`src/rtl/cle_pkg.sv`:
```
// shared constants, types and character tables of the console line editor
package cle_pkg;

   localparam int LINE_CAPACITY = 1024;
   localparam int ADDR_W        = $clog2(LINE_CAPACITY);
   localparam int LEN_W         = 10;
   localparam int LEN_MAX       = (1 << LEN_W) - 1;
   localparam int WORD_LEN      = 11;
   localparam int SCAN_MAX      = WORD_LEN + 1;
   localparam int SCAN_W        = $clog2(SCAN_MAX + 1);

   localparam logic [7:0] CH_CR    = 8'h0D;
   localparam logic [7:0] CH_TAB   = 8'h09;
   localparam logic [7:0] CH_BS    = 8'h08;
   localparam logic [7:0] CH_DEL   = 8'h7F;
   localparam logic [7:0] CH_SPACE = 8'h20;
   localparam logic [7:0] CH_STAR  = 8'h2A;

   typedef enum logic [1:0] {
      EV_ECHO = 2'd0,
      EV_LINE = 2'd1,
      EV_OVER = 2'd2
   } event_kind_type;

   // one result word handed from the sequencer to the output stage
   typedef struct packed {
      logic                 valid;
      event_kind_type       kind;
      logic [7:0]           echo_byte;
      logic [LEN_W-1:0]     line_length;
      logic                 last;
   } evt_type;

   // first masked command word
   function automatic logic [7:0] mask_char_a(input logic [SCAN_W-1:0] idx);
      logic [7:0] ch;
      case (idx)
         4'd0:    ch = "s";
         4'd1:    ch = "e";
         4'd2:    ch = "t";
         4'd3:    ch = "_";
         4'd4:    ch = "w";
         4'd5:    ch = "i";
         4'd6:    ch = "f";
         4'd7:    ch = "i";
         4'd8:    ch = "p";
         4'd9:    ch = "w";
         4'd10:   ch = "d";
         default: ch = 8'h00;
      endcase
      return ch;
   endfunction

   // second masked command word
   function automatic logic [7:0] mask_char_b(input logic [SCAN_W-1:0] idx);
      logic [7:0] ch;
      case (idx)
         4'd0:    ch = "s";
         4'd1:    ch = "e";
         4'd2:    ch = "t";
         4'd3:    ch = "_";
         4'd4:    ch = "d";
         4'd5:    ch = "p";
         4'd6:    ch = "s";
         4'd7:    ch = "_";
         4'd8:    ch = "u";
         4'd9:    ch = "d";
         4'd10:   ch = "s";
         default: ch = 8'h00;
      endcase
      return ch;
   endfunction

   // line length reported on carriage return, saturated to the field width
   function automatic logic [LEN_W-1:0] len_sat(input logic [ADDR_W-1:0] pos);
      logic [LEN_W-1:0] len;
      if (int'(pos) > LEN_MAX) begin
         len = LEN_W'(LEN_MAX);
      end else begin
         len = LEN_W'(pos);
      end
      return len;
   endfunction

endpackage

```
`src/rtl/cle_if.sv`:
```


interface cle_rsp_if import cle_pkg::*; ();
   logic             valid;
   logic             ready;
   logic [1:0]       event_kind;
   logic [7:0]       echo_byte;
   logic [LEN_W-1:0] line_length;
   logic             last_of_run;

   modport source (output valid, output event_kind, output echo_byte,
                   output line_length, output last_of_run, input ready);
   modport sink (input valid, input event_kind, input echo_byte,
                 input line_length, input last_of_run, output ready);
endinterface

```
`src/rtl/cle_rsp_stage.sv`:
```
// output register between the sequencer and the result channel
module cle_rsp_stage import cle_pkg::*; (
   input  logic     clock,
   input  logic     reset,
   input  evt_type  evt,
   output logic     evt_ready,
   cle_rsp_if.source rsp_chan
);

   evt_type hold_ff, hold_in;
   logic    valid_ff, valid_in;

   assign evt_ready = !valid_ff || rsp_chan.ready;

   always_comb begin
      valid_in = valid_ff;
      hold_in  = hold_ff;
      if (evt_ready) begin
         valid_in = evt.valid;
         hold_in  = evt;
      end
   end

   always_ff @(posedge clock) begin
      if (reset) begin
         valid_ff <= 1'b0;
      end else begin
         valid_ff <= valid_in;
      end
   end

   always_ff @(posedge clock) begin
      hold_ff <= hold_in;
   end

   assign rsp_chan.valid       = valid_ff;
   assign rsp_chan.event_kind  = hold_ff.kind;
   assign rsp_chan.echo_byte   = hold_ff.echo_byte;
   assign rsp_chan.line_length = hold_ff.line_length;
   assign rsp_chan.last_of_run = hold_ff.last;

endmodule

```
`src/flat_wrapper.sv`:
```
// flat-port wrapper written by rule: the top's interface ports become plain ports
module cle_rsp_stage_flat import cle_pkg::*;
  (clock, reset, evt, evt_ready, rsp_chan_valid, rsp_chan_event_kind, rsp_chan_echo_byte, rsp_chan_line_length, rsp_chan_last_of_run, rsp_chan_ready);
  cle_rsp_if rsp_chan_i ();
  input  logic clock;
  input  logic reset;
  input  evt_type evt;
  output logic evt_ready;
  output wire logic [$bits(rsp_chan_i.valid)-1:0] rsp_chan_valid;
  output wire logic [$bits(rsp_chan_i.event_kind)-1:0] rsp_chan_event_kind;
  output wire logic [$bits(rsp_chan_i.echo_byte)-1:0] rsp_chan_echo_byte;
  output wire logic [$bits(rsp_chan_i.line_length)-1:0] rsp_chan_line_length;
  output wire logic [$bits(rsp_chan_i.last_of_run)-1:0] rsp_chan_last_of_run;
  input wire logic [$bits(rsp_chan_i.ready)-1:0] rsp_chan_ready;
  assign rsp_chan_valid = rsp_chan_i.valid;
  assign rsp_chan_event_kind = rsp_chan_i.event_kind;
  assign rsp_chan_echo_byte = rsp_chan_i.echo_byte;
  assign rsp_chan_line_length = rsp_chan_i.line_length;
  assign rsp_chan_last_of_run = rsp_chan_i.last_of_run;
  assign rsp_chan_i.ready = rsp_chan_ready;
  cle_rsp_stage u_core (.clock(clock), .reset(reset), .evt(evt), .evt_ready(evt_ready), .rsp_chan(rsp_chan_i));
endmodule
```
`config.mk`:
```
export PLATFORM = sky130hd
export DESIGN_NAME = cle_rsp_stage_flat
export DESIGN_NICKNAME = d
export VERILOG_FILES = /design/src/rtl/cle_pkg.sv /design/src/rtl/cle_if.sv /design/src/rtl/cle_rsp_stage.sv /design/src/flat_wrapper.sv
export SDC_FILE = /design/constraint.sdc
export NUM_CORES = 1
export LEC_CHECK = 0
export BUFFER_PORTS_ARGS = -buffer_cell sky130_fd_sc_hd__buf_2
export CORE_MARGIN = 2
export CORE_UTILIZATION = 38
export CTS_CLUSTER_SIZE = 25
export DETAILED_ROUTE_END_ITERATION = 8
export GPL_TIMING_DRIVEN = 1
export HOLD_SLACK_MARGIN = 0.1
export MAX_ROUTING_LAYER = met4
export PLACE_DENSITY = 0.75
export REMOVE_ABC_BUFFERS = 1
export SYNTH_ARGS = -nofsm -noshare
export SYNTH_HDL_FRONTEND = slang
export SYNTH_SLANG_ARGS = --single-unit
```
`constraint.sdc`:
```
create_clock -name clock -period 1.05 [get_ports clock]
set_clock_uncertainty 0.1 [all_clocks]
set_input_delay 0.105 -clock clock [delete_from_list [all_inputs] [get_ports clock]]
set_output_delay 0.105 -clock clock [all_outputs]
set_load 0.01 [all_outputs]
```
### After elaboration in Yosys (flattened, before gate mapping)

Index checks and enable logic that the tools add are counted.

| word-level totals | value |
|---|---|
| flip-flop bits (word level) | 22 |
| latch bits | 0 |
| memory bits (writable) | 0 |
| ROM bits | 0 |
| input port bits | 25 |
| logic and storage cells | 7 |
| memories kept | 0 |

| operators by class | value |
|---|---|
| $add $sub $neg | 0 |
| multipliers | 0 |
| div/mod/pow operators | 0 |
| $lt $le $gt $ge | 0 |
| equal/unequal tests | 0 |
| shift operators | 0 |
| mux-type cells | 0 |
| bitwise gates (word level) | 0 |
| reductions and logical operators | 2 |

Operators by type and width:

| operator | count |
|---|---|
| logical NOT 1 bit | 1 |
| logical OR 1 bit | 1 |

### Logic depth before layout (Yosys ltp)

| logic depth | value |
|---|---|
| word-level depth | 2 |
| gate-level depth with buffers | 2 |
| gate-level depth less buffers | 2 |

### Worst setup path before layout

Ideal clock, no wire load.

| path | value |
|---|---|
| path type | flip-flop to flip-flop |
| start point | register u_core.valid_ff (netlist: u_core.rsp_chan.valid) |
| end point | register u_core.hold_ff (netlist bit u_core.rsp_chan.echo_byte[0]), enable pin |
| data arrival time | 0.578 ns |
| setup slack | 0.041 ns |
| cell stages (with the launch flop) | 2 |
| cell sequence | dfxtp_1 > nand2b_4 |

| between the ends | value |
|---|---|
| longest elaborated chain between the ends | 2 |

RTL lines:

| item | line | text |
|---|---|---|
| start, declared | cle_rsp_stage.sv:11 | `logic valid_ff, valid_in;` |
| start signal, assigned | cle_rsp_stage.sv:28 | `valid_ff <= valid_in;` |
| logical NOT 1 bit | cle_rsp_stage.sv:13 | `assign evt_ready = !valid_ff \|\| rsp_chan.ready;` |
| logical OR 1 bit | cle_rsp_stage.sv:13 |  |
| via evt_ready | flat_wrapper.sv:8 | `output logic evt_ready;` |
| end signal, assigned | cle_rsp_stage.sv:33 | `hold_ff <= hold_in;` |
| end, declared | cle_rsp_stage.sv:10 | `evt_type hold_ff, hold_in;` |

The timed path passes the listed nets, and every way through them passes these cells.
A chain may end at the register's enable or synchronous reset.

### Worst setup path after layout

| path | value |
|---|---|
| start point | register u_core.valid_ff (netlist: u_core.rsp_chan.valid) |
| end point | output port evt_ready |

| between the ends | value |
|---|---|
| longest elaborated chain between the ends | 2 |

RTL lines:

| item | line |
|---|---|
| logical NOT 1 bit | cle_rsp_stage.sv:13 |
| logical OR 1 bit | cle_rsp_stage.sv:13 |
| end, declared | flat_wrapper.sv:8 |

Every way passes these cells.

==> metrics.yaml <==
status: "finished, violations left"
violations: "negative setup slack"
hp-class: "in2reg"
syn-cell-area_um2: 677
crit_fanout: 3
fillCellCount: 103
clock_path_buffers: 2
wl_met1_um: 533
final_common_cell: "buf_2"
rsz0062_at_grt: "yes"
routed.top_layer: "met4"
layout_setup_ws_ns: -0.00823
clk_pin_slew_ns: 0.12
area_growth_pct: 85.0
finalMaxSlewViolations: 0
rows: 15
synthCells: 25
fin_cells: 126
finalCriticalPeriod_ns: 1.06
post-place-cells: 97
peakVddDrop_uv: 1320
crit_arrival_ns: 0.85
powerDensity_nw_per_um2: 1500
antenna_found_initial: 0
ys_seq_area_share_pct: 96.1
end_kind: "primary output"
num_io_pins: 48
post_drt_wl_per_cell_um: 11.5
final-setup-viol-count: 1
wl_met3_um: 107
grt_pass1_wl_um: 2010
firstDrtPassIters: 4
die_y_um: 46.2
track_usage_pct: 14.9
dieWidth_um: 46.2
drt-initial-drc-count: 6
globalRoute.totalOverflow: 0
reg2regPathDepth: 2
final_cell_mix: "buf_2, dlygate4sd3_1, edfxtp_1"
clockRootBuffer: "clkbuf_4"
place_ws_ns: 0.0460
worstMarginPinSlew_ns: 0.268
grt_max_degree: 14
postLayoutCoreUtil_pct: 73.3
hold_viol_final: 0
drive_above_1_share_pct: 55.4
grt_pass1_vias: 493
startpoint_type: "register"
yosysWarningCount: 0
drc: 0
synth-seq-cells: 22
core_um2: 1710
routed_wl_um: 1450
min_delay_path_depth: 3
max-slew-margin-rel_pct: 82.1
cellLeakagePower_nw: 0.559
synth.distinct_cells: 5
required_ns: 0.84
drt.antenna.violating_nets: 0
layout.nets: 127
cts_tree: "yes"
vias: 530
met2_length_um: 805
viasPerCell: 4.21
clkSinkCount: 22
dieArea_um2: 2130
io_buffers: 47
fin_crit_sh_pct: 101
avgSynthCellArea_um2: 27.1
crit_type: "reg2out"
maxCapViolCount: 0
fmax_mhz: 945
cts_buffers: 3
initial_core_util_pct: 39.6
clock_latency_ns: 0.29
n_antenna_cell: 0
place.gp.congestion: 0.605
htree_num_levels: 1
-- repair_timing --
action,CTS,global route
hold buffers,23,0
resized for setup,3,0
buffers inserted,1,0
gates cloned,1,0
endpoints found under the hold margin,22,0
endpoints found under the setup margin,4,22
-- path summary, 6_finish.rpt --
kind | startpoint | endpoint | slack, ns
worst max-delay path | u_core.rsp_chan.valid | evt_ready | -0.008
worst min-delay path | rsp_chan_ready | u_core.rsp_chan.valid | 0.18
worst max register to register | u_core.rsp_chan.valid | u_core.rsp_chan.line_length[3] | 0.02
worst min register to register | u_core.rsp_chan.valid | u_core.rsp_chan.valid | 0.60
-- area by class of cell --
type / instances / area, um2 / area share, %
Sequential cell: 22 / 654 / 52.2
Timing Repair Buffer: 71 / 479 / 38.3
Multi-Input combinational cell: 3 / 31.3 / 2.50
Tap cell: 25 / 31.3 / 2.50
Clock inverter: 1 / 30.0 / 2.40
Clock buffer: 3 / 22.5 / 1.80
Inverter: 1 / 3.75 / 0.300
-- kinds of logic (layout without fill, tap and decap cells) --
logic type / Yosys count / in the layout / synth area share (%)
flops: 22 / 22 / 96.1
compound gates: 1 / 1 / 1.29
simple gates: 1 / 2 / 2.03
buf+inv: 1 / 76 / 0.554
-- power breakdown --
part	switching [mW]	leakage (nW)	internal, mW
Sequential	0.0153	0.226	1.02
Clock	0.228	0.0279	0.386
Combinational	0.0918	0.305	0.135
Total	0.335	0.559	1.55
-- layer usage --
layer  up-vias  global-route usage, %
met5         -                      -
met4         0                   5.14
met3         2                   5.10
met2        34                   26.4
met1       241                   15.1
li1        253                      -
-- stage by stage --
step	instance area (um2)	power, mW	TNS, ns	hold WS (ns)
finish	1250	1.88	-0.00823	0.175
CTS	1250	1.90	-0.0341	0.166
detailed placement	943	1.21	0	0.166
global route	1250	1.98	-0.630	0.181
global placement	943	1.21	0	0.165
floorplan	677	1.11	0	0.0674
-- synthesized netlist by cell type (all sizes together) --
| cell | count | share of area (%) |
|---|---|---|
| edfxtp | 21 | 93 |
| a21oi | 1 | 1.3 |
| dfxtp | 1 | 3.0 |
| inv | 1 | 0.55 |
| nand2b | 1 | 2.0 |
-- state kept, by name, indices dropped and copies added (netlist names) --
name / count
u_core.rsp_chan.line_length: 10
u_core.rsp_chan.echo_byte: 8
u_core.rsp_chan.event_kind: 2
u_core.rsp_chan.last_of_run: 1
u_core.rsp_chan.valid: 1
-- critical path, cell delays in order, from the launching register on --
cell      delay, ns
dfxtp_4        0.39
nand2b_4       0.06
buf_6          0.11
Note: power is estimated with default switching activity, not from simulation.
