`src/rtl/cle_pkg.sv`:
```
// shared constants, types and character tables of the console line editor
package cle_pkg;

   localparam int LINE_CAPACITY = 1024;
   localparam int ADDR_W        = $clog2(LINE_CAPACITY);
   localparam int LEN_W         = 10;
   localparam int LEN_MAX       = (1 << LEN_W) - 1;
   localparam int WORD_LEN      = 11;
   localparam int SCAN_MAX      = WORD_LEN + 1;
   localparam int SCAN_W        = $clog2(SCAN_MAX + 1);

   localparam logic [7:0] CH_CR    = 8'h0D;
   localparam logic [7:0] CH_TAB   = 8'h09;
   localparam logic [7:0] CH_BS    = 8'h08;
   localparam logic [7:0] CH_DEL   = 8'h7F;
   localparam logic [7:0] CH_SPACE = 8'h20;
   localparam logic [7:0] CH_STAR  = 8'h2A;

   typedef enum logic [1:0] {
      EV_ECHO = 2'd0,
      EV_LINE = 2'd1,
      EV_OVER = 2'd2
   } event_kind_type;

   // one result word handed from the sequencer to the output stage
   typedef struct packed {
      logic                 valid;
      event_kind_type       kind;
      logic [7:0]           echo_byte;
      logic [LEN_W-1:0]     line_length;
      logic                 last;
   } evt_type;

   // first masked command word
   function automatic logic [7:0] mask_char_a(input logic [SCAN_W-1:0] idx);
      logic [7:0] ch;
      case (idx)
         4'd0:    ch = "s";
         4'd1:    ch = "e";
         4'd2:    ch = "t";
         4'd3:    ch = "_";
         4'd4:    ch = "w";
         4'd5:    ch = "i";
         4'd6:    ch = "f";
         4'd7:    ch = "i";
         4'd8:    ch = "p";
         4'd9:    ch = "w";
         4'd10:   ch = "d";
         default: ch = 8'h00;
      endcase
      return ch;
   endfunction

   // second masked command word
   function automatic logic [7:0] mask_char_b(input logic [SCAN_W-1:0] idx);
      logic [7:0] ch;
      case (idx)
         4'd0:    ch = "s";
         4'd1:    ch = "e";
         4'd2:    ch = "t";
         4'd3:    ch = "_";
         4'd4:    ch = "d";
         4'd5:    ch = "p";
         4'd6:    ch = "s";
         4'd7:    ch = "_";
         4'd8:    ch = "u";
         4'd9:    ch = "d";
         4'd10:   ch = "s";
         default: ch = 8'h00;
      endcase
      return ch;
   endfunction

   // line length reported on carriage return, saturated to the field width
   function automatic logic [LEN_W-1:0] len_sat(input logic [ADDR_W-1:0] pos);
      logic [LEN_W-1:0] len;
      if (int'(pos) > LEN_MAX) begin
         len = LEN_W'(LEN_MAX);
      end else begin
         len = LEN_W'(pos);
      end
      return len;
   endfunction

endpackage

```
`src/rtl/cle_if.sv`:
```
// valid/ready channel interfaces for received bytes and editor results
interface cle_req_if import cle_pkg::*; ();
   logic       valid;
   logic       ready;
   logic [7:0] rx_byte;

   modport source (output valid, output rx_byte, input ready);
   modport sink (input valid, input rx_byte, output ready);
endinterface


```
`src/rtl/cle_seq.sv`:
```
// byte decoder, first-word scan over the line buffer and result sequencing
module cle_seq import cle_pkg::*; (
   input  logic              clock,
   input  logic              reset,
   cle_req_if.sink           req_chan,
   output logic              rd_en,
   output logic [ADDR_W-1:0] rd_addr,
   input  logic [7:0]        rd_data,
   output logic              wr_en,
   output logic [ADDR_W-1:0] wr_addr,
   output logic [7:0]        wr_data,
   output evt_type           evt,
   input  logic              evt_ready
);

   typedef enum logic [3:0] {
      ST_IDLE  = 4'b0001,
      ST_SCAN  = 4'b0010,
      ST_STORE = 4'b0100,
      ST_EMIT  = 4'b1000
   } seq_state_type;

   typedef enum logic [1:0] {
      PLAN_LINE  = 2'd0,
      PLAN_ERASE = 2'd1,
      PLAN_ECHO  = 2'd2
   } plan_type;

   seq_state_type     state_ff, state_in;
   plan_type          plan_ff, plan_in;
   logic [ADDR_W-1:0] pos_ff, pos_in;
   logic [1:0]        step_ff, step_in;
   logic [1:0]        last_ff, last_in;
   logic [LEN_W-1:0]  len_ff, len_in;
   logic [7:0]        stored_ff, stored_in;
   logic [7:0]        echo_ff, echo_in;
   logic [SCAN_W-1:0] scan_idx_ff, scan_idx_in;
   logic [SCAN_W-1:0] lim_ff, lim_in;
   logic [SCAN_W-1:0] chk_idx_ff, chk_idx_in;
   logic              chk_vld_ff, chk_vld_in;
   logic              ma_ff, ma_in;
   logic              mb_ff, mb_in;
   logic              mask_ff, mask_in;
   logic              issue;
   logic [7:0]        rx;

   assign rx      = req_chan.rx_byte;
   assign issue   = (state_ff == ST_SCAN) && (scan_idx_ff != lim_ff);
   assign rd_en   = issue;
   assign rd_addr = ADDR_W'(scan_idx_ff);
   assign wr_en   = (state_ff == ST_STORE);
   assign wr_addr = pos_ff;
   assign wr_data = stored_ff;

   always_comb begin
      state_in    = state_ff;
      plan_in     = plan_ff;
      pos_in      = pos_ff;
      step_in     = step_ff;
      last_in     = last_ff;
      len_in      = len_ff;
      stored_in   = stored_ff;
      echo_in     = echo_ff;
      scan_idx_in = scan_idx_ff;
      lim_in      = lim_ff;
      chk_idx_in  = chk_idx_ff;
      chk_vld_in  = 1'b0;
      ma_in       = ma_ff;
      mb_in       = mb_ff;
      mask_in     = mask_ff;
      req_chan.ready  = 1'b0;
      evt             = '0;
      evt.kind        = EV_ECHO;

      case (state_ff)
         ST_IDLE: begin
            req_chan.ready = 1'b1;
            if (req_chan.valid) begin
               if (rx == CH_CR) begin
                  len_in   = len_sat(pos_ff);
                  pos_in   = '0;
                  plan_in  = PLAN_LINE;
                  step_in  = 2'd0;
                  last_in  = 2'd0;
                  state_in = ST_EMIT;
               end else if (rx == CH_BS || rx == CH_DEL) begin
                  if (pos_ff != '0) begin
                     pos_in   = pos_ff - 1'b1;
                     plan_in  = PLAN_ERASE;
                     step_in  = 2'd0;
                     last_in  = 2'd2;
                     state_in = ST_EMIT;
                  end
               end else if (rx == CH_TAB || rx >= CH_SPACE) begin
                  stored_in   = (rx == CH_TAB) ? CH_SPACE : rx;
                  mask_in     = 1'b0;
                  ma_in       = 1'b1;
                  mb_in       = 1'b1;
                  scan_idx_in = '0;
                  if (int'(pos_ff) < SCAN_MAX) begin
                     lim_in = SCAN_W'(pos_ff);
                  end else begin
                     lim_in = SCAN_W'(SCAN_MAX);
                  end
                  // an empty prefix cannot hold the command word
                  state_in = (pos_ff == '0) ? ST_STORE : ST_SCAN;
               end
            end
         end

         ST_SCAN: begin
            if (issue) begin
               scan_idx_in = scan_idx_ff + 1'b1;
            end
            chk_vld_in = issue;
            chk_idx_in = scan_idx_ff;
            if (chk_vld_ff) begin
               if (rd_data == CH_SPACE) begin
                  mask_in  = (chk_idx_ff == SCAN_W'(WORD_LEN)) && (ma_ff || mb_ff);
                  state_in = ST_STORE;
               end else if (chk_idx_ff == SCAN_W'(WORD_LEN)) begin
                  // first word longer than the command words
                  state_in = ST_STORE;
               end else begin
                  ma_in = ma_ff && (rd_data == mask_char_a(chk_idx_ff));
                  mb_in = mb_ff && (rd_data == mask_char_b(chk_idx_ff));
                  if (chk_idx_ff == lim_ff - 1'b1) begin
                     state_in = ST_STORE;
                  end
               end
            end
         end

         ST_STORE: begin
            echo_in  = mask_ff ? CH_STAR : stored_ff;
            plan_in  = PLAN_ECHO;
            step_in  = 2'd0;
            state_in = ST_EMIT;
            if (pos_ff == ADDR_W'(LINE_CAPACITY - 1)) begin
               pos_in  = '0;
               last_in = 2'd1;
            end else begin
               pos_in  = pos_ff + 1'b1;
               last_in = 2'd0;
            end
         end

         ST_EMIT: begin
            evt.valid = 1'b1;
            evt.last  = (step_ff == last_ff);
            case (plan_ff)
               PLAN_LINE: begin
                  evt.kind        = EV_LINE;
                  evt.line_length = len_ff;
               end
               PLAN_ERASE: begin
                  evt.echo_byte = (step_ff == 2'd1) ? CH_SPACE : CH_BS;
               end
               PLAN_ECHO: begin
                  if (step_ff == 2'd0) begin
                     evt.echo_byte = echo_ff;
                  end else begin
                     evt.kind = EV_OVER;
                  end
               end
               default: begin
                  evt.valid = 1'b0;
               end
            endcase
            if (evt_ready) begin
               step_in = step_ff + 1'b1;
               if (step_ff == last_ff) begin
                  state_in = ST_IDLE;
               end
            end
         end

         default: begin
            state_in = ST_IDLE;
         end
      endcase
   end

   always_ff @(posedge clock) begin
      if (reset) begin
         state_ff   <= ST_IDLE;
         pos_ff     <= '0;
         chk_vld_ff <= 1'b0;
      end else begin
         state_ff   <= state_in;
         pos_ff     <= pos_in;
         chk_vld_ff <= chk_vld_in;
      end
   end

   always_ff @(posedge clock) begin
      plan_ff     <= plan_in;
      step_ff     <= step_in;
      last_ff     <= last_in;
      len_ff      <= len_in;
      stored_ff   <= stored_in;
      echo_ff     <= echo_in;
      scan_idx_ff <= scan_idx_in;
      lim_ff      <= lim_in;
      chk_idx_ff  <= chk_idx_in;
      ma_ff       <= ma_in;
      mb_ff       <= mb_in;
      mask_ff     <= mask_in;
   end

endmodule

```
`src/flat_wrapper.sv`:
```
// flat-port wrapper written by rule: the top's interface ports become plain ports
module cle_seq_flat import cle_pkg::*;
  (clock, reset, rd_en, rd_addr, rd_data, wr_en, wr_addr, wr_data, evt, evt_ready, req_chan_valid, req_chan_rx_byte, req_chan_ready);
  cle_req_if req_chan_i ();
  input  logic clock;
  input  logic reset;
  output logic rd_en;
  output logic [ADDR_W-1:0] rd_addr;
  input  logic [7:0] rd_data;
  output logic wr_en;
  output logic [ADDR_W-1:0] wr_addr;
  output logic [7:0] wr_data;
  output evt_type evt;
  input  logic evt_ready;
  input wire logic [$bits(req_chan_i.valid)-1:0] req_chan_valid;
  input wire logic [$bits(req_chan_i.rx_byte)-1:0] req_chan_rx_byte;
  output wire logic [$bits(req_chan_i.ready)-1:0] req_chan_ready;
  assign req_chan_i.valid = req_chan_valid;
  assign req_chan_i.rx_byte = req_chan_rx_byte;
  assign req_chan_ready = req_chan_i.ready;
  cle_seq u_core (.clock(clock), .reset(reset), .req_chan(req_chan_i), .rd_en(rd_en), .rd_addr(rd_addr), .rd_data(rd_data), .wr_en(wr_en), .wr_addr(wr_addr), .wr_data(wr_data), .evt(evt), .evt_ready(evt_ready));
endmodule
```
`config.mk`:
```
export PLATFORM = sky130hd
export DESIGN_NAME = cle_seq_flat
export DESIGN_NICKNAME = d
export VERILOG_FILES = /design/src/rtl/cle_pkg.sv /design/src/rtl/cle_if.sv /design/src/rtl/cle_seq.sv /design/src/flat_wrapper.sv
export SDC_FILE = /design/constraint.sdc
export NUM_CORES = 1
export LEC_CHECK = 0
export BUFFER_PORTS_ARGS = -buffer_cell sky130_fd_sc_hd__buf_2
export CAP_MARGIN = 30
export CORE_AREA = 2 2 121 123
export CTS_BUF_LIST = sky130_fd_sc_hd__clkbuf_2 sky130_fd_sc_hd__clkbuf_4 sky130_fd_sc_hd__clkbuf_8
export DETAILED_ROUTE_END_ITERATION = 7
export DIE_AREA = 0 0 123 125
export PLACE_DENSITY = 0.48
export SLEW_MARGIN = 5
export SYNTH_ARGS = -nofsm -noshare
export SYNTH_HDL_FRONTEND = slang
export SYNTH_SLANG_ARGS = --single-unit
```
`constraint.sdc`:
```
create_clock -name clock -period 2.9 [get_ports clock]
set_clock_uncertainty 0.15 [all_clocks]
set_input_delay 0.145 -clock clock [delete_from_list [all_inputs] [get_ports clock]]
set_output_delay 0.145 -clock clock [all_outputs]
set_load 0.01 [all_outputs]
```
; ---- Word-level counts from Yosys, hierarchy flattened
; Memory sizes are Yosys's and may differ from the RTL's. A register that Yosys moved wholly into a read port is not among the register bits.
; Cells that the tools add are included.
; Widths: inputs -> output; s select.
[classes]
multipliers = 0
reduce_logical = 24
magnitude_cmp = 2
div_mod_pow = 0
n_addsub = 5
n_shift = 0
eq_ne = 35
n_bitwise = 3
mux = 80
[ops]
columns = cell, count
row1 = $mux 4, 18
row2 = $mux 8, 9
row3 = $mux 10, 6
row4 = $mux 2, 14
row5 = $eq 8x4->1 const B, 3
row6 = $mux 22, 1
row7 = $pmux 10 s2, 1
row8 = $mux 1, 19
row9 = $eq 8x8->1, 2
row10 = $ne 2x2->1 const B, 8
row11 = $pmux 4 s4, 1
row12 = $pmux 8 s2, 1
row13 = $reduce_and 7->1, 2
row14 = $pmux 2 s2, 3
row15 = $add 10x1->10 const B, 1
row16 = $eq 10x10->1 const B, 1
row17 = $logic_not 10->1, 1
row18 = $lt 10x4->1 const B, 1
row19 = $reduce_and 5->1, 2
row20 = $reduce_bool 10->1, 1
row21 = $sub 10x1->10 const B, 1
row22 = $eq 4x4->1 const B, 2
row23 = $eq 8x6->1 const B, 1
row24 = $eq 8x7->1 const B, 1
row25 = other kinds (34), 49
[totals]
latchBits = 0
wordCells = 166
memories = 2
ramBits = 0
regBits = 62
rom_bits = 224
inputBits = 20
out_inout_bits = 53
[mem_list]
columns = memory, depth, width, rd, rd_clocked_by_memory_dff, wr, line_no
row1 = (name not given), 16, 7, 1, 1, 0, cle_pkg.sv:37  ; case (idx)
row2 = (name not given), 16, 7, 1, 1, 0, cle_pkg.sv:57  ; case (idx)

; ---- Longest topological paths before layout
; Gate-level depths: netlist of the first run.
[logic_depth]
word_depth = 11
mapped_depth = 10
ltp_nobuf = 8

; ---- Worst setup path after synthesis of the first run
; No wires, ideal clock.
[synth_path]
kind = reg2reg
start = register u_core.state_ff[0]
end = register with a tool-made name
setup_time_ns = 0.136
arrival_time_ns = 2.348
path_buffers = 2
synth_period_minus_slack_ns = 2.633
required_ns = 2.614
path_slack_ns = 0.267
stages_incl_launch_ff = 11
path_cell_list = dfxtp_1 buf_2 or4b_1 buf_2 mux2i_1 inv_1 ha_1 inv_1 nor2_1 a21oi_1 o22ai_1
[synth_lines]
columns = item, line_no
row1 = "start, declared", cle_seq.sv:29  ; seq_state_type state_ff, state_in;
row2 = "start signal, assigned", cle_seq.sv:190  ; state_ff <= state_in;

; ---- Worst setup path in the final report of the first run
[layout_path]
start = input req_chan_rx_byte[1]
end = register u_core.stored_ff[7] (netlist: u_core.wr_data[7]) (enable)
[layout_between]
elab_chain_cells = 4
elab_cells_between_ends = 10
cone_classes = 1 x order compare / 4 x eq/ne / 2 x bitwise / 3 x reduce/logical
[layout_rtl]
columns = item, line_no
row1 = "start, declared", flat_wrapper.sv:16  ; input wire logic [$bits(req_chan_i.rx_byte)-1:0] req_chan_rx_byte;
row2 = branches (longest 3 deep; another with $ge 8x6->1), -
row3 = $reduce_and 5->1 (no source line) *, -
row4 = "end signal, assigned", cle_seq.sv:201  ; stored_ff <= stored_in;
row5 = "end, declared", cle_seq.sv:35  ; logic [7:0] stored_ff, stored_in;
; Every way passes the cells marked *.
; A chain may end at the register's enable or synchronous reset.

==> impl_metrics.env, run 1 <==
export IMPL_status="completed"
export IMPL_cts_sinks=74
export IMPL_synth_most_common_cell="edfxtp_1"
export IMPL_synthCells=416
export IMPL_drive_gt1_share_pct=24.7
export IMPL_track_usage_pct=13.6
export IMPL_synth_ff_type="edfxtp_1"
export IMPL_yosys_warnings=0
export IMPL_antenna_found_initial=0
export IMPL_io_pins=73
export IMPL_synth_top_cell_area_share_pct=33.3
export IMPL_finalSetupViolCount=0
export IMPL_placed_area_mm2=0.00473
export IMPL_powerDensity_mw_per_mm2=975
export IMPL_drt_iter0_drc=195
export IMPL_core_area_mm2=0.0142
export IMPL_rsz0062_at_grt="no"
export IMPL_vias=3310
export IMPL_syn_area_mm2=0.00415
export IMPL_syn_to_final_growth_pct=22.0
export IMPL_synthTopCellsByCount="edfxtp_1, nand2_1, a21oi_1, nor2_1, dfxtp_1"
export IMPL_maxCapViolations=0
export IMPL_viasPerCell=4.83
export IMPL_tritoncts="done"
export IMPL_synth_top_area_cell="edfxtp_1"
export IMPL_diodes=0
export IMPL_critPathKind="input port to flop"
export IMPL_cts_root_buf="clkbuf_8"
export IMPL_drc=0
export IMPL_grt_pass1_vias=3166
export IMPL_clock_latency_ps=370
export IMPL_initial_utilization_pct=29.2
export IMPL_dieArea_mm2=0.0154
export IMPL_period_minus_slack_ps=2710
export IMPL_vdd_drop_max_v=0.000277
export IMPL_postRouteAntennaNets=0
export IMPL_crit_family="simple AND/OR/NAND/NOR gates"
export IMPL_cp_arrival_ps=2640
export IMPL_instances_no_fill=686
export IMPL_drt_wl_total_um=10200
export IMPL_crit_top_cell="and3_1"
export IMPL_fill_cells=1451
export IMPL_relSlewSlack_pct=66.9
export IMPL_synthArstFlopShare_pct=0
export IMPL_yosys_register_bits=74
export IMPL_hold_viol_final=0
export IMPL_die_h_um=125
export IMPL_cts_max_path_buffers=2
export IMPL_ys_top_cells_by_area="edfxtp_1, dfxtp_1, ha_1, xnor2_1, a21oi_1"
export IMPL_cpPeakStageDelay_ps=580
export IMPL_rows=44
export IMPL_ctsHtreeMaxLevel=3
export IMPL_synth_distinct_cells=68
export IMPL_grt_pass1_wl_um=16400
export IMPL_path_clk_slew_ps=80
export IMPL_worst_ep_required_time_ps=2830
export IMPL_slowest_stage="or4_4"
export IMPL_max_slew_worst_pin_slew_ps=495
export IMPL_wl_per_cell_um=14.8
export IMPL_crit_path_cell_trace="dlygate4sd3_1, buf_2, or4_4, nor3_4, and3_1, or4_1, and3_1, buf_4"
export IMPL_final_nets=535
export IMPL_critical_path_buf_inv_count=3
export IMPL_syn_mean_instance_area_um2=9.99
export IMPL_synth_yosys_seq_area_share_pct=46.7
export IMPL_post_dp_hpwl_um=7460
export IMPL_endpoint_kind="flop"
export IMPL_startpoint_type="input port"
export IMPL_drt_pass1_iter_count=4
export IMPL_leakagePower_uw=0.00210
export IMPL_numCtsBuffers=9
export IMPL_max_freq_mhz=368
export IMPL_io_buffers=66
export IMPL_gr_total_overflow=0
export IMPL_fin_crit_sh_pct=93.6
export IMPL_dieWidth_um=123
export IMPL_hp_class="input port to flop"
export IMPL_power_uw=4940
export IMPL_finalWeightedCongestion=0.793
export IMPL_grt_max_degree=18
export IMPL_critical_path_max_fanout=8
export IMPL_drv_slew=0
export IMPL_final_setup_tns_ps=0
export IMPL_design_area_mm2=0.00507
export IMPL_synth_edf_count=46
export IMPL_dpl_cell_count=661
export IMPL_post_cts_setup_buffers=0
-- placed cells by master (no fill, tap or decap), drive strengths merged, types with 3 or more instances in the layout --
cell type,synthesis,routed
buf,15,84
edfxtp,46,46
nand2,31,31
a21oi,31,31
nor2,31,31
dfxtp,28,28
inv,20,20
xnor2,19,19
ha,18,18
o21ai,18,18
nor3,16,16
and3,14,14
clkbuf,13,12
and2,11,11
xor2,11,11
dlygate4sd3,0,9
nand3,7,7
o22ai,6,6
nor2b,6,6
conb,1,6
nand4,5,5
or2,5,5
mux2i,4,4
a21o,4,4
a211oi,4,4
nor4,3,3
nand2b,3,3
or4b,3,3
nor3b,3,3
o31ai,3,3
bufinv,0,3
nor4b,3,3
o221ai,3,3
o32ai,3,3
-- layout make-up --
class	instances	area, µm²	area share, %
Clock inverter	4	98.8	1.95
Multi-Input combinational cell	298	2010	39.7
Inverter	21	80.1	1.58
Clock buffer	12	153	3.01
Sequential cell	74	1940	38.3
Timing Repair Buffer	93	556	11.0
Tap cell	184	230	4.54
-- logic make-up (layout without fill, tap and decap cells) --
kind of cell               Yosys count  after routing  synth area share (%)
AOI/OAI and AO/OA                   88             88                  14.0
other                                1              6                0.0903
and+or+nand+nor                    151            151                  20.4
xor gates and xnor gates            30             30                  6.33
adders and majority gates           18             18                  5.42
DFF                                 74             74                  46.7
buffers and inverters               49            130                  5.45
muxes                                5              5                  1.51
-- worst register-to-register path: stages, from the launching register on --
cell,delay [ps]
dfxtp_1,520
or4b_1,730
inv_2,240
nand2_1,90
a311oi_1,330
a311oi_1,140
a221o_1,340
-- repair_timing --
item	in CTS	in global routing
endpoints found under the setup margin	0	0
endpoints found under the hold margin	9	0
resized for setup	0	0
hold buffers	9	0
-- layer usage --
metal / track usage (%) / share of wire [%] / up-vias
met5: 0 / 0 / -
met4: 6.28 / 2.1 / 0
met3: 2.69 / 5.7 / 15
met2: 20.5 / 46 / 85
met1: 18.7 / 47 / 1549
li1: - / - / 1661
-- stage by stage --
| stage | utilization (%) | hold slack [ps] | setup slack (ps) |
|---|---|---|---|
| global route | 35.7 | 68.9 | 57.8 |
| CTS | 35.7 | 25.1 | 194 |
| finish | 35.7 | 38.8 | 186 |
| detailed placement | 33.3 | 205 | 285 |
| floorplan | - | 162 | 267 |
| global placement | 33.3 | 205 | 349 |
-- power breakdown --
group          internal (µW)  switching [µW]
combinational            964            1230
sequential              1460             270
clock                    616             402
total                   3040            1900
-- final timing paths --
check / start / end / slack (ps) / cells after the start
max: req_chan_rx_byte[1] / u_core.wr_data[7] / 190 / 8
min: reset / u_core.chk_vld_ff / 40 / 2
max reg2reg: u_core.state_ff[1] / u_core.state_ff[0] / 270 / 6
min reg2reg: u_core.wr_data[1] / u_core.echo_ff[1] / 380 / 1
(Power assumes the default switching activity.)
==> inputs of run 2 (changes only) <==
==> constraint.sdc (replaced) <==
create_clock -name clock -period 2.8 [get_ports clock]
set_clock_uncertainty 0.15 [all_clocks]
set_input_delay 0.14 -clock clock [delete_from_list [all_inputs] [get_ports clock]]
set_output_delay 0.14 -clock clock [all_outputs]
set_load 0.01 [all_outputs]
==> run 2 against run 1 <==
  * Combinational power rose by 3%
  * Die area did not move
  * Sequential share of layout area grew 0.29 points
  * Global-route usage about the same
  * Power shrank 2.6%
==> impl_metrics.env, run 2 (synthesis gave the netlist of run 1 again) <==
export IMPL_switching_share_pct=40.9
export IMPL_final_setup_tns_ps=0
export IMPL_post_dp_hpwl_um=7730
export IMPL_post_cts_setup_buffers=0
export IMPL_io_pins=73
export IMPL_vias=3305
export IMPL_grt_use_met2_pct=21.4
export IMPL_grt_use_met3_pct=2.60
export IMPL_hp_class="input port to flop"
export IMPL_drt_wl_total_um=10300
export IMPL_hold_viol_final=0
export IMPL_cts_sinks=74
export IMPL_rr_worst_depth=6
export IMPL_vdd_drop_max_v=0.000318
export IMPL_holdPathEnd="u_core.state_ff[3]"
export IMPL_dpl_cell_count=665
export IMPL_fill_cells=1457
export IMPL_layout_commonest_cell="buf_2"
export IMPL_min_from="evt_ready"
export IMPL_met1_usage_pct=17.9
export IMPL_core_area_mm2=0.0142
export IMPL_numCtsBuffers=9
export IMPL_critical_path_max_fanout=8
export IMPL_grt_max_degree=18
export IMPL_power_frac_seq_pct=37.3
export IMPL_maxCapViolations=0
export IMPL_ctsHtreeMaxLevel=3
export IMPL_finalSetupViolCount=0
export IMPL_gr_total_overflow=0
export IMPL_fin_crit_sh_pct=94.8
export IMPL_clockPowerShare_pct=16.0
export IMPL_postRouteAntennaNets=0
export IMPL_viasPerCell=4.80
export IMPL_tritoncts="done"
export IMPL_status="completed"
export IMPL_die_h_um=125
export IMPL_period_minus_slack_ps=2650
export IMPL_worst_ep_required_time_ps=2730
export IMPL_finalWeightedCongestion=0.832
export IMPL_drt_iter0_drc=217
export IMPL_rows=44
export IMPL_io_buffers=66
export IMPL_wl_per_cell_um=14.9
export IMPL_dieArea_mm2=0.0154
export IMPL_antenna_found_initial=0
export IMPL_multi_input_area_mm2=0.00201
export IMPL_instances_no_fill=689
export IMPL_syn_to_final_growth_pct=21.1
export IMPL_critPathKind="input port to flop"
export IMPL_worstHoldPathCells=3
export IMPL_cts_max_path_buffers=2
export IMPL_path_clk_slew_ps=80
export IMPL_r2r_slack_ps=300
export IMPL_final_nets=538
export IMPL_grt_pass1_vias=3159
export IMPL_r2r_start="u_core.state_ff[1]"
export IMPL_track_usage_pct=13.6
export IMPL_startpoint_type="input port"
export IMPL_top_usage_layer="met2"
export IMPL_dieWidth_um=123
export IMPL_max_freq_mhz=377
export IMPL_endpoint_kind="flop"
export IMPL_power_switching_uw=1970
export IMPL_most_common_layout_cells="buf_2, edfxtp_1, nand2_1"
export IMPL_comb_power_share_pct=46.7
export IMPL_powerDensity_mw_per_mm2=957
export IMPL_drc=0
export IMPL_clock_latency_ps=360
export IMPL_drt_pass1_iter_count=4
export IMPL_leakagePower_uw=0.00209
export IMPL_rsz0062_at_grt="no"
export IMPL_diodes=0
export IMPL_cp_arrival_ps=2580
export IMPL_initial_utilization_pct=29.2
export IMPL_layout_area_seq_mm2=0.00194
export IMPL_placed_area_mm2=0.00477
export IMPL_drive_gt1_share_pct=25.5
export IMPL_design_area_mm2=0.00503
export IMPL_cts_root_buf="clkbuf_8"
export IMPL_drv_slew=0
export IMPL_worstReg2RegEnd="u_core.state_ff[0]"
export IMPL_internal_power_uw=2850
export IMPL_grt_pass1_wl_um=16200
-- run 2: cell types whose count changed in the layout (fill, tap and decap cells not counted) --
cell           change
inv_4              +2
dlygate4sd3_1      -1
a21oi_2            +1
clkinv_4           +1
bufinv_16          -3
buf_4              +3
clkinv_2           +2
a21oi_1            -1
clkbuf_4           -2
buf_12             +1
-- run 2: layout make-up --
cell class              count  area share [%]
multi-input cells         298            40.0
flip-flops and latches     74            38.6
repair buffers             96            11.7
well taps                 184            4.57
clock buffers              10            2.73
inverters                  21            1.59
clock inverters             6           0.796
-- run 2: worst max path at each step --
stage | depth (start not counted) | end | startpoint
floorplan | 10 | flop | u_core.state_ff[0]
global placement | 5 | u_core.scan_idx_ff[2] | u_core.state_ff[1]
detailed placement | 5 | u_core.scan_idx_ff[3] | u_core.state_ff[1]
CTS | 8 | u_core.wr_data[1] | req_chan_rx_byte[1]
global route | 8 | u_core.wr_data[7] | req_chan_rx_byte[1]
finish | 8 | u_core.wr_data[1] | req_chan_rx_byte[1]
-- run 2: metal layers --
layer | share of wire, % | up-vias
met5 | 0 | -
met4 | 1.7 | 0
met3 | 5.3 | 10
met2 | 45 | 87
met1 | 48 | 1543
li1 | - | 1665
-- run 2: critical path: stages --
cell	delay, ps
dlygate4sd3_1	540
buf_2	130
or4_4	570
nor3_4	230
and3_1	200
or4_1	170
and3_1	370
buf_4	240
-- run 2: power groups by stage --
stage / logic, µW / clock network, µW / registers (µW)
after floorplan: 1530 / 0 / 1790
after global placement: 2200 / 0 / 1820
after detailed placement: 2240 / 0 / 1820
after CTS: 2270 / 797 / 1800
after global routing: 2490 / 841 / 1840
final: 2250 / 773 / 1790
-- run 2: repair_timing --
action                                  CTS  global route
hold buffers                              8             0
endpoints found under the setup margin    0             4
hold endpoints to repair                  8             0
gates resized for setup                   0             1
-- run 2: through the flow --
stage	util (%)	hold WS, ps	worst slack, ps	total power [µW]
2_1_floorplan	-	157	167	3320
3_3_place_gp	33.6	200	213	4020
3_5_place_dp	33.6	200	177	4060
4_1_cts	35.4	17.0	151	4860
5_1_grt	35.4	46.0	42.9	5180
6_report	35.4	32.1	147	4820
